## config.mk

```make
export PLATFORM = sky130hd
export DESIGN_NAME = graph_traversal_engine_core_flat
export DESIGN_NICKNAME = d
export VERILOG_FILES = /design/src/rtl/core/gte_pkg.sv /design/src/rtl/core/gte_ifs.sv /design/src/rtl/core/graph_traversal_engine_core.sv /design/src/flat_wrapper.sv
export SDC_FILE = /design/constraint.sdc
export NUM_CORES = 1
export LEC_CHECK = 0
export BUFFER_PORTS_ARGS = -buffer_cell sky130_fd_sc_hd__buf_2
export CAP_MARGIN = 20
export CORE_MARGIN = 4
export CORE_UTILIZATION = 45
export DETAILED_ROUTE_END_ITERATION = 8
export PLACE_DENSITY = 0.62
export RECOVER_POWER = 100
export SYNTH_ARGS = -nofsm -noshare
export SYNTH_HDL_FRONTEND = slang
export SYNTH_SLANG_ARGS = --single-unit
```

## constraint.sdc

```tcl
create_clock -name clk -period 7.6 [get_ports clk]
set_input_delay 0.76 -clock clk [delete_from_list [all_inputs] [get_ports clk]]
set_output_delay 0.76 -clock clk [all_outputs]
set_load 0.01 [all_outputs]
```

## src/rtl/core/gte_pkg.sv

```systemverilog
// gte_pkg: shared types and helpers for the graph traversal engine
// no dependencies; compiled first

package gte_pkg;

	localparam int unsigned FieldVertexW = 4;
	localparam int unsigned FieldRowW    = 16;

	typedef enum logic [1:0] {
		ST_IDLE,
		ST_START,
		ST_POP,
		ST_EXPAND
	} gte_state_t;

	typedef enum logic {
		REQ_LOAD = 1'b0,
		REQ_RUN  = 1'b1
	} gte_req_t;

	typedef enum logic {
		MODE_BFS = 1'b0,
		MODE_DFS = 1'b1
	} gte_mode_t;

	// index of the lowest set bit, zero when none is set
	function automatic logic [FieldVertexW-1:0] lowest_set(input logic [FieldRowW-1:0] vec);
		logic [FieldVertexW-1:0] idx;
		idx = '0;
		for (int i = FieldRowW - 1; i >= 0; i--) begin
			if (vec[i]) idx = FieldVertexW'(i);
		end
		return idx;
	endfunction

endpackage

```

## src/rtl/core/gte_ifs.sv

```systemverilog
// gte_ifs: valid/ready channel interfaces for the graph traversal engine
// request, result and mode-write channels; uses no package items

interface gte_req_if;
	logic        valid;
	logic        ready;
	logic        req_type;
	logic [3:0]  row_index;
	logic [15:0] row_bits;

	modport source(output valid, req_type, row_index, row_bits, input ready);
	modport sink(input valid, req_type, row_index, row_bits, output ready);
endinterface

interface gte_res_if;
	logic       valid;
	logic       ready;
	logic [3:0] vertex;
	logic       last_vertex;

	modport source(output valid, vertex, last_vertex, input ready);
	modport sink(input valid, vertex, last_vertex, output ready);
endinterface

interface gte_cfg_if;
	logic valid;
	logic ready;
	logic walk_mode;

	modport source(output valid, walk_mode, input ready);
	modport sink(input valid, walk_mode, output ready);
endinterface

```

## src/rtl/core/graph_traversal_engine_core.sv

```systemverilog
// graph_traversal_engine_core: breadth-first / depth-first walk over an adjacency matrix
// depends on gte_pkg and the channel interfaces in gte_ifs.sv
//
//  channel | dir | words                               | ready
//  req     | in  | load row or start run               | only while sequencer idle
//  res     | out | one vertex per word, last flagged   | held in output register
//  cfg     | in  | walk_mode write                     | always
//
// a run steps through a push and a pop for each active vertex, a closing neighbor scan per
// popped vertex, an empty check per component and a final start check.
// reset clears control, mode, adjacency rows and marks; frontier entries are not reset.
// a stalled result holds the sequencer in its pop step; no word is dropped.

module graph_traversal_engine_core #(
	parameter int unsigned VERTEX_COUNT = 16
) (
	input  logic      clk,
	input  logic      arst_n,
	gte_req_if.sink   req,
	gte_res_if.source res,
	gte_cfg_if.sink   cfg
);
	import gte_pkg::*;

	localparam int unsigned Active = (VERTEX_COUNT < 16) ? VERTEX_COUNT : 16;
	localparam int unsigned IW     = (Active > 1) ? $clog2(Active) : 1;
	localparam int unsigned PW     = $clog2(Active + 1);

	gte_state_t state_q, state_d;

	logic [Active-1:0] rows_q [Active];
	logic [IW-1:0]     frontier_q [Active];
	logic [Active-1:0] visited_q;
	logic [PW-1:0]     head_q, tail_q, cnt_q;
	logic [IW-1:0]     k_q;
	logic              mode_q;
	logic              out_valid_q;
	logic [IW-1:0]     out_vertex_q;
	logic              out_last_q;

	logic              empty, all_vis, out_free, run_acc, load_acc;
	logic [Active-1:0] cand;
	logic [IW-1:0]     start_v, cand_v, push_v, pop_v;
	logic [PW-1:0]     pop_ptr;
	logic              do_push, do_pop, in_ready;

	assign empty    = (head_q == tail_q);
	assign all_vis  = &visited_q;
	assign out_free = !out_valid_q || res.ready;
	assign cand     = rows_q[k_q] & ~visited_q;
	assign start_v  = IW'(lowest_set(FieldRowW'(~visited_q)));
	assign cand_v   = IW'(lowest_set(FieldRowW'(cand)));
	// stack pops from the top, queue from the head
	assign pop_ptr  = (mode_q == MODE_DFS) ? PW'(tail_q - PW'(1)) : head_q;
	assign pop_v    = frontier_q[pop_ptr[IW-1:0]];
	assign run_acc  = req.valid && in_ready && (req.req_type == REQ_RUN);
	assign load_acc = req.valid && in_ready && (req.req_type == REQ_LOAD);

	// next state
	always_comb begin
		state_d = state_q;
		unique case (state_q)
			ST_IDLE: begin
				if (run_acc) state_d = ST_START;
			end
			ST_START: begin
				state_d = all_vis ? ST_IDLE : ST_POP;
			end
			ST_POP: begin
				if (empty) state_d = ST_START;
				else if (out_free) state_d = ST_EXPAND;
			end
			ST_EXPAND: begin
				if (cand == '0) state_d = ST_POP;
			end
			default: state_d = ST_IDLE;
		endcase
	end

	// sequencer outputs
	always_comb begin
		do_push  = 1'b0;
		do_pop   = 1'b0;
		push_v   = start_v;
		in_ready = 1'b0;
		unique case (state_q)
			ST_IDLE:   in_ready = 1'b1;
			ST_START:  do_push = !all_vis;
			ST_POP:    do_pop = !empty && out_free;
			ST_EXPAND: begin
				do_push = (cand != '0);
				push_v  = cand_v;
			end
			default: in_ready = 1'b0;
		endcase
	end

	always_ff @(posedge clk or negedge arst_n) begin
		if (!arst_n) begin
			state_q     <= ST_IDLE;
			mode_q      <= MODE_BFS;
			visited_q   <= '0;
			head_q      <= '0;
			tail_q      <= '0;
			cnt_q       <= '0;
			k_q         <= '0;
			out_valid_q <= 1'b0;
			for (int i = 0; i < Active; i++) rows_q[i] <= '0;
		end else begin
			state_q <= state_d;
			if (cfg.valid) mode_q <= cfg.walk_mode;
			if (load_acc && ({1'b0, req.row_index} < 5'(Active)))
				rows_q[req.row_index[IW-1:0]] <= req.row_bits[Active-1:0];
			if (run_acc) begin
				visited_q <= '0;
				head_q    <= '0;
				tail_q    <= '0;
				cnt_q     <= '0;
			end
			if (do_push) begin
				tail_q    <= PW'(tail_q + PW'(1));
				visited_q <= visited_q | (Active'(1) << push_v);
			end
			if (do_pop) begin
				if (mode_q == MODE_DFS) tail_q <= pop_ptr;
				else head_q <= PW'(head_q + PW'(1));
				cnt_q       <= PW'(cnt_q + PW'(1));
				k_q         <= pop_v;
				out_valid_q <= 1'b1;
			end else if (res.ready) begin
				out_valid_q <= 1'b0;
			end
		end
	end

	// frontier entries and result payload carry no reset
	always_ff @(posedge clk) begin
		if (do_push) frontier_q[tail_q[IW-1:0]] <= push_v;
		if (do_pop) begin
			out_vertex_q <= pop_v;
			out_last_q   <= (cnt_q == PW'(Active - 1));
		end
	end

	assign req.ready       = in_ready;
	assign cfg.ready       = 1'b1;
	assign res.valid       = out_valid_q;
	assign res.vertex      = FieldVertexW'(out_vertex_q);
	assign res.last_vertex = out_last_q;

endmodule

```

## src/flat_wrapper.sv

```systemverilog
// flat-port wrapper written by rule: the top's interface ports become plain ports
module graph_traversal_engine_core_flat import gte_pkg::*;
#(
	parameter int unsigned VERTEX_COUNT = 16
)
  (clk, arst_n, req_valid, req_req_type, req_row_index, req_row_bits, req_ready, res_valid, res_vertex, res_last_vertex, res_ready, cfg_valid, cfg_walk_mode, cfg_ready);
  gte_req_if req_i ();
  gte_res_if res_i ();
  gte_cfg_if cfg_i ();
  input  logic clk;
  input  logic arst_n;
  input wire logic [$bits(req_i.valid)-1:0] req_valid;
  input wire logic [$bits(req_i.req_type)-1:0] req_req_type;
  input wire logic [$bits(req_i.row_index)-1:0] req_row_index;
  input wire logic [$bits(req_i.row_bits)-1:0] req_row_bits;
  output wire logic [$bits(req_i.ready)-1:0] req_ready;
  output wire logic [$bits(res_i.valid)-1:0] res_valid;
  output wire logic [$bits(res_i.vertex)-1:0] res_vertex;
  output wire logic [$bits(res_i.last_vertex)-1:0] res_last_vertex;
  input wire logic [$bits(res_i.ready)-1:0] res_ready;
  input wire logic [$bits(cfg_i.valid)-1:0] cfg_valid;
  input wire logic [$bits(cfg_i.walk_mode)-1:0] cfg_walk_mode;
  output wire logic [$bits(cfg_i.ready)-1:0] cfg_ready;
  assign req_i.valid = req_valid;
  assign req_i.req_type = req_req_type;
  assign req_i.row_index = req_row_index;
  assign req_i.row_bits = req_row_bits;
  assign req_ready = req_i.ready;
  assign res_valid = res_i.valid;
  assign res_vertex = res_i.vertex;
  assign res_last_vertex = res_i.last_vertex;
  assign res_i.ready = res_ready;
  assign cfg_i.valid = cfg_valid;
  assign cfg_i.walk_mode = cfg_walk_mode;
  assign cfg_ready = cfg_i.ready;
  graph_traversal_engine_core #(.VERTEX_COUNT(VERTEX_COUNT)) u_core (.clk(clk), .arst_n(arst_n), .req(req_i), .res(res_i), .cfg(cfg_i));
endmodule
```

==> reports/results.tsv, run 1 <==
metric	value	unit
gp_congestion	0.852	
r2r_slack	1.84	ns
worstSkewPairLatency	0.57	ns
p_seq_share	38.5	%
crit_type	reg -> reg	
max_stage_delay	1.97	ns
violations	max-capacitance violations, max-slew violations	
crit_arrival	6.26	ns
die_h	202	um
grt_pass1_vias	10694	
crit_fanout	88	
cp_top_family	flip-flops	
crit_buf_inv	1	
num-nets-final	1312	
p_per_area	366	nW/um^2
drtIter0Drc	769	
cts.sinks	364	
p_clk_share	30.4	%
ios	35	
numCtsBuffers	41	
fin_worst_skew	0.0325	ns
n_fill_cell	3258	
grt_pass1_wl	65.2	mm
ys_seq_elements	364	
fin_tns_setup	0	ns
drc	0	
ys_seq_area_share	55.6	%
cts-resized-gates	0	
flow.area_growth_from_synthesis	11.2	%
avgViaCountPerCell	5.80	
syn-num-nets	1294	
drv_slew	425	
hpwl	24.7	mm
layout-drive-gt1-share	30.0	%
end_kind	register	
routedWlPerCell	23.1	um
synth_top_area_share	43.5	%
switchingPower	2.44	mW
vdd_drop_max	0.223	mV
cts_setup_buffers	0	
setup_viol	0	
antenna_found_initial	2	
first_pass_iters	5	
multi_input_area	7020	sq um
hold_path.class	in -> async	
root_buffer	clkbuf_16	
final_cells	1812	
port_buffers	33	
netlist_instances	1259	
cts_hold_buf	0	
synth_top_area_cell	dfrtp_1	
leakagePower	8.77	nW
drv_cap	16	
dp_cells	1736	
ant_nets	0	
swShare	35.2	%
worst_pin_slew	3.71	ns
num_rows	70	
layout_common_cells	dfrtp_1, mux2_2, mux2i_1, edfxtp_1, nand2_1	
synth.distinct_cells	65	
final_common_cell	dfrtp_1	
finalCritPeriodShare	75.9	%
ff_latch_area	9460	sq um
yosys_warnings	0	
cp_slowest_cell	dfrtp_1	
fp.dieW	202	um
synth-edff-count	69	
cp-start-kind	register	
clk_pin_slew_worst_paths	0.06	ns
cts_tree	built	
synth.avg_cell_area	13.5	sq um
fmax	0.173	GHz
start_util	46.0	%
rsz0062_at_grt	no	
intPower	4.48	mW
dieArea	40900	sq um
htree_num_levels	2	
synth_area	17000	sq um
synth_ff_type	dfrtp_1	
synth-async-reset-ratio	81.0	%
grt.overflow.total	0	
p_comb_share	31.1	%
n_antenna_cell	0	
outcome	finished, violations left	
groute.usage.overall	20.4	%
total_power	6.92	mW
vias	10505	
post-route-min-period	5.76	ns
grt_max_degree	124	
yosys-top-cells-area	dfrtp_1, mux2_2, edfxtp_1	
fp.coreArea	37000	sq um
cts.path.max_buffers	3	
maxSlewHeadroom	-147	%
worstPathRequired	8.10	ns
crit_path_cell_trace	buf_12 > mux4_2 > nand2b_1 > nand4b_1 > nand2_1 > nor4_1 > a21boi_0 > o22ai_2 > a21boi_1 > a32o_1	
hold_viol_final	0	
wl	41.8	mm
synth_stat cells (all sizes together) (3+ instances only):
cell	n
edfxtp	69
a2bb2oi	4
buf	32
a211oi	12
ha	8
dfrtp	295
nand3	30
mux2	264
and2	4
o31ai	4
clkbuf	50
a22oi	46
a31oi	5
nand3b	10
nor2b	14
xor2	5
nand4	10
a21boi	3
mux2i	122
and3	8
mux4	19
nor4	4
nor2	33
nand4b	3
nor3	11
a22o	11
inv	15
a21oi	22
nor3b	3
nand2b	10
nand2	68
a211o	3
xnor2	4
o21ai	37
stage by stage:
stage	hold WS [ns]	setup slack [ns]	area, sq um	utilization [%]
floorplan	0.464	4.74	17000	-
global placement	0.482	3.23	17600	47.5
detailed placement	0.486	3.15	17600	47.6
CTS	0.322	3.14	19000	51.5
global route	0.357	1.45	18900	51.1
finish	0.275	1.84	18900	51.1
routing by layer:
layer,up-vias,track usage (%),routed length [um]
met5,-,0,15
met4,4,5.70,882
met3,61,3.45,1790
met2,229,31.9,19300
met1,5492,29.8,19900
li1,4719,-,-
power groups by stage:
stage	registers (mW)	logic (mW)	clock network (mW)
6_report	2.67	2.15	2.11
3_3_place_gp	2.69	2.13	0
2_1_floorplan	2.50	1.71	0
3_5_place_dp	2.70	2.16	0
5_1_grt	2.69	2.35	2.24
4_1_cts	2.66	2.17	2.16
area by class of cell:
| class | instances | share of cell area [%] |
|---|---|---|
| timing repair buffer | 57 | 1.54 |
| multi-input combinational | 798 | 37.1 |
| tap | 504 | 3.34 |
| clock buffer | 54 | 6.01 |
| sequential | 364 | 50.0 |
| clock inverter | 20 | 1.62 |
| inverter | 15 | 0.298 |
sequential cells by signal (all words and copies together) (netlist names):
| signal | cells |
|---|---|
| u_core.cnt_q | 5 |
| u_core.res.valid | 1 |
| u_core.head_q | 5 |
| u_core.rows_q | 256 |
| u_core.res.last_vertex | 1 |
| u_core.mode_q | 1 |
| u_core.k_q | 4 |
| u_core.frontier_q | 64 |
| u_core.visited_q | 16 |
| u_core.state_q | 2 |
| u_core.res.vertex | 4 |
| u_core.tail_q | 5 |
worst paths after layout:
check,from,end,cells past startpoint
max,u_core.k_q[0],u_core.visited_q[14],10
min,arst_n,u_core.state_q[1],1
max reg2reg,u_core.k_q[0],u_core.visited_q[14],10
min reg2reg,u_core.rows_q[158],u_core.rows_q[158],1
max in group asynchronous,arst_n,u_core.rows_q[81],2
min in group clk,cfg_valid,u_core.mode_q,2
cells by family (layout without fill, tap and decap cells):
| kind of cell | Yosys count | in the layout | share of synthesized area, % |
|---|---|---|---|
| flip-flops | 364 | 364 | 55.6 |
| other | 1 | 1 | 0.0221 |
| multiplexers | 405 | 405 | 27.2 |
| AND/OR/NAND/NOR | 213 | 213 | 6.37 |
| XOR/XNOR | 9 | 9 | 0.464 |
| buffers and inverters | 97 | 146 | 3.00 |
| adder cells (fa/ha/maj) | 8 | 8 | 0.589 |
| AO/OA/AOI/OAI | 162 | 162 | 6.70 |
Power figures use the tool's default switching activity.
==> inputs of run 2 (changes only) <==
Settings changed: PLACE_DENSITY 0.62 to 0.65.
Clock period 7.6 ns to 4.7 ns, I/O delays scaled along.
==> reports/results.tsv, run 2 (synthesis results as in run 1) <==
metric	value	unit
ios	35	
worstSkewPairLatency	0.55	ns
largest_register_ffs	256	
finalCritPeriodShare	90.2	%
fin_tns_setup	0	ns
dieArea	40900	sq um
layout_common_cells	dfrtp_1, mux2_2, mux2i_1, edfxtp_1, nand2_1	
post-route-min-period	4.24	ns
outcome	finished, violations left	
hold_viol_final	0	
num-nets-final	1324	
cts.path.max_buffers	3	
cts-resized-gates	0	
n_fill_cell	3245	
final_common_cell	dfrtp_1	
grt_pass1_wl	64.3	mm
cts.sinks	364	
groute.layer.met1.usage	29.3	%
crit_path_cell_trace	buf_12 > mux2i_1 > a211oi_1 > and3_1 > a31oi_1 > o21ai_0 > a211oi_1 > o221ai_1 > or3b_1 > o21ai_0	
grt.overflow.total	0	
grtUsageMet3	3.85	%
numCtsBuffers	39	
worst_pin_slew	2.52	ns
ant_nets	0	
fmax	0.236	GHz
max_stage_delay	0.88	ns
drv_slew	248	
layout-drive-gt1-share	30.4	%
drv_cap	10	
hpwl	25.0	mm
leakagePower	8.76	nW
rsz0062_at_grt	no	
vdd_drop_max	0.506	mV
crit_type	reg -> reg	
p_per_area	574	nW/um^2
setup_viol	0	
violations	max-capacitance violations, max-slew violations	
root_buffer	clkbuf_16	
fp.coreArea	37000	sq um
crit_fanout	37	
routedWlPerCell	22.3	um
fp.dieW	202	um
end_kind	register	
drc	0	
htree_num_levels	2	
die_h	202	um
flow.area_growth_from_synthesis	10.9	%
num_rows	70	
antenna_found_initial	1	
first_pass_iters	5	
r2r_slack	0.46	ns
start_util	46.0	%
grt_use_met2	30.6	%
maxSlewHeadroom	-68.3	%
cts_tree	built	
cp_slowest_cell	dfrtp_4	
drtIter0Drc	820	
max_flop_register	u_core.rows_q	
final_cells	1819	
worstPathRequired	5.17	ns
wl	40.6	mm
grt-busiest-layer	met2	
hold_path.class	in -> reg	
avgViaCountPerCell	5.79	
cp-start-kind	register	
grt_pass1_vias	10721	
dp_cells	1750	
grt_max_degree	118	
crit_arrival	4.71	ns
groute.usage.overall	20.0	%
vias	10541	
clk_pin_slew_worst_paths	0.06	ns
n_antenna_cell	0	
fin_worst_skew	0.0208	ns
gp_congestion	0.852	
port_buffers	33	
-- run 2: metrics by stage --
step	instance area (sq um)	hold slack [ns]	utilization [%]	power [mW]	setup WS, ns
floorplan	17000	0.174	-	6.81	1.84
global placement	17700	0.481	47.9	7.92	0.841
detailed placement	17700	0.489	47.9	7.94	0.788
CTS	19000	0.107	51.3	10.9	0.727
global route	18800	0.140	51.0	11.4	0.286
finish	18800	0.138	51.0	10.8	0.459
-- run 2: metal layers --
| metal | up-vias | wire (um) | part of all wire [%] |
|---|---|---|---|
| met5 | - | 7 | 0.017 |
| met3 | 73 | 2270 | 5.6 |
| met4 | 2 | 1040 | 2.6 |
| met1 | 5462 | 18800 | 46 |
| li1 | 4735 | - | - |
| met2 | 269 | 18500 | 46 |
-- run 2: final cells by class --
| cell class | count | area (sq um) | share of cell area (%) |
|---|---|---|---|
| Clock buffer | 59 | 1160 | 6.14 |
| Clock inverter | 8 | 71.3 | 0.379 |
| Inverter | 15 | 56.3 | 0.299 |
| Multi-Input combinational cell | 798 | 7020 | 37.3 |
| Sequential cell | 364 | 9460 | 50.2 |
| Tap cell | 504 | 631 | 3.35 |
| Timing Repair Buffer | 71 | 445 | 2.36 |
-- run 2: worst max-delay path, delay by kind of cell (launching register included) --
family                 cells  cell delay (ns)
AO/OA/AOI/OAI              6             1.88
flip-flops                 1             0.88
AND/OR/NAND/NOR            2             0.81
buffers and inverters      1             0.28
multiplexers               1             0.25
-- run 2: power by group --
group	total [mW]	internal, mW	switching (mW)
registers	4.22	3.84	0.376
clock network	2.96	1.75	1.21
logic	3.64	1.40	2.25
total	10.8	6.98	3.84
-- run 2: final timing paths --
check | endpoint | start | cells after the start
max in group asynchronous | u_core.rows_q[56] | arst_n | 3
min | u_core.mode_q | cfg_valid | 2
max reg2reg | u_core.visited_q[4] | u_core.k_q[0] | 10
min in group asynchronous | u_core.rows_q[209] | arst_n | 2
max | u_core.visited_q[4] | u_core.k_q[0] | 10
min reg2reg | u_core.cnt_q[4] | u_core.cnt_q[4] | 2
-- run 2: timing repair --
action	in CTS	in global routing
hold endpoints to repair	59	0
hold buffers	1	0
buffers inserted	0	0
==> inputs of run 3 (changes only) <==
Settings changed: PLACE_DENSITY 0.65 to 0.62.
Clock period 4.7 ns to 4.5 ns, I/O delays scaled along.
==> reports/results.tsv, run 3 (synthesis results as in run 1) <==
metric	value	unit
wl	41.2	mm
n_antenna_cell	0	
vdd_drop_max	0.402	mV
post-route-min-period	4.05	ns
port_buffers	33	
numCtsBuffers	40	
hpwl	26.8	mm
num_rows	70	
cts.path.max_buffers	3	
routedWlPerCell	22.7	um
max_flop_register	u_core.rows_q	
hold_viol_final	0	
grt_max_degree	129	
fin_area	19000	sq um
flow.area_growth_from_synthesis	11.7	%
max_stage_delay	0.91	ns
drv_slew	196	
grt.overflow.total	0	
avgViaCountPerCell	5.78	
worstPathRequired	4.93	ns
n_fill_cell	3216	
cts_tree	built	
cts_setup_buffers	0	
root_buffer	clkbuf_16	
antenna_found_initial	0	
drtIter0Drc	748	
cp_slowest_cell	and2_1	
final_cells	1818	
drv_cap	5	
ff_latch_area	9460	sq um
drc	0	
crit_fanout	25	
outcome	finished, violations left	
fp.coreArea	37000	sq um
fp.dieW	202	um
dieArea	40900	sq um
setup_viol	0	
leakagePower	8.84	nW
htree_num_levels	2	
placed_area	17700	sq um
fin_worst_skew	0.0138	ns
finalCritPeriodShare	90.0	%
cts_hold_buf	0	
layout_common_cells	dfrtp_1, mux2_2, mux2i_1, edfxtp_1, nand2_1	
maxSlewHeadroom	-119	%
ios	35	
grt_pass1_vias	10643	
die_h	202	um
num-nets-final	1319	
largest_register_ffs	256	
gp_congestion	0.846	
crit_arrival	4.48	ns
crit_type	reg -> reg	
fin_tns_setup	0	ns
worstSkewPairLatency	0.54	ns
vias	10499	
layout-drive-gt1-share	31.3	%
groute.usage.overall	20.2	%
first_pass_iters	4	
cp_top_family	simple AND/OR/NAND/NOR gates	
cts-resized-gates	0	
crit_buf_inv	1	
violations	max-capacitance violations, max-slew violations	
clk_pin_slew_worst_paths	0.06	ns
multi_input_area	7030	sq um
worst_pin_slew	3.29	ns
cts.sinks	364	
start_util	46.0	%
grt_pass1_wl	65.1	mm
rsz0062_at_grt	no	
final_common_cell	dfrtp_1	
crit_path_cell_trace	and2_1 > a22oi_1 > nand3_1 > a21oi_1 > nor4_1 > nand4_1 > a31o_2 > clkbuf_2 > and2_4 > a32o_1	
dp_cells	1746	
ant_nets	0	
cp-start-kind	register	
total_power	11.6	mW
end_kind	register	
fmax	0.247	GHz
p_per_area	612	nW/um^2
hold_path.class	in -> reg	
[run 3: cell types whose count changed in the layout (fill, tap and decap cells not counted), moves of 2 or more]
cell	delta
buf_4	+3
clkinv_8	+3
clkbuf_2	+3
buf_12	-2
mux2_2	-3
clkbuf_1	-13
clkbuf_8	+2
bufinv_16	+4
mux2_1	+3
[run 3: layout make-up]
| type | count | area share, % |
|---|---|---|
| clock inverter | 17 | 1.31 |
| inverter | 15 | 0.297 |
| multi-input combinational | 798 | 37.1 |
| clock buffer | 55 | 6.10 |
| tap | 504 | 3.32 |
| sequential | 364 | 49.9 |
| timing repair buffer | 65 | 2.04 |
[run 3: worst paths after layout]
| path | start | to | slack [ns] | cells past startpoint |
|---|---|---|---|---|
| min | cfg_valid | u_core.mode_q | 0.12 | 2 |
| min reg2reg | u_core.rows_q[158] | u_core.rows_q[158] | 0.50 | 1 |
| max reg2reg | u_core.k_q[1] | u_core.visited_q[10] | 0.45 | 10 |
| max | u_core.k_q[1] | u_core.visited_q[10] | 0.45 | 10 |
| max in group asynchronous | arst_n | u_core.rows_q[187] | 1.38 | 2 |
| min in group asynchronous | arst_n | u_core.rows_q[115] | 0.93 | 1 |
[run 3: per-layer routing]
metal,vias up,part of all wire (%),GRT usage (%)
met5,-,0,0
li1,4730,-,-
met3,59,5.0,3.93
met4,0,2.2,5.07
met1,5444,46,29.0
met2,266,46,31.8
[run 3: per-stage QoR]
stage          setup slack [ns]  util, %  hold WS (ns)
3_5_place_dp              0.696     47.8         0.485
6_report                  0.451     51.3         0.115
3_3_place_gp              0.752     47.8         0.481
2_1_floorplan              1.64        -         0.154
5_1_grt                   0.178     51.3         0.104
4_1_cts                   0.623     51.6        0.0513
[run 3: where the power goes]
part	total, mW	internal (mW)	leakage, nW	switching (mW)
clock network	3.45	2.10	0.691	1.35
registers	4.38	4.00	4.64	0.374
logic	3.78	1.45	3.51	2.33
total	11.6	7.55	8.84	4.06
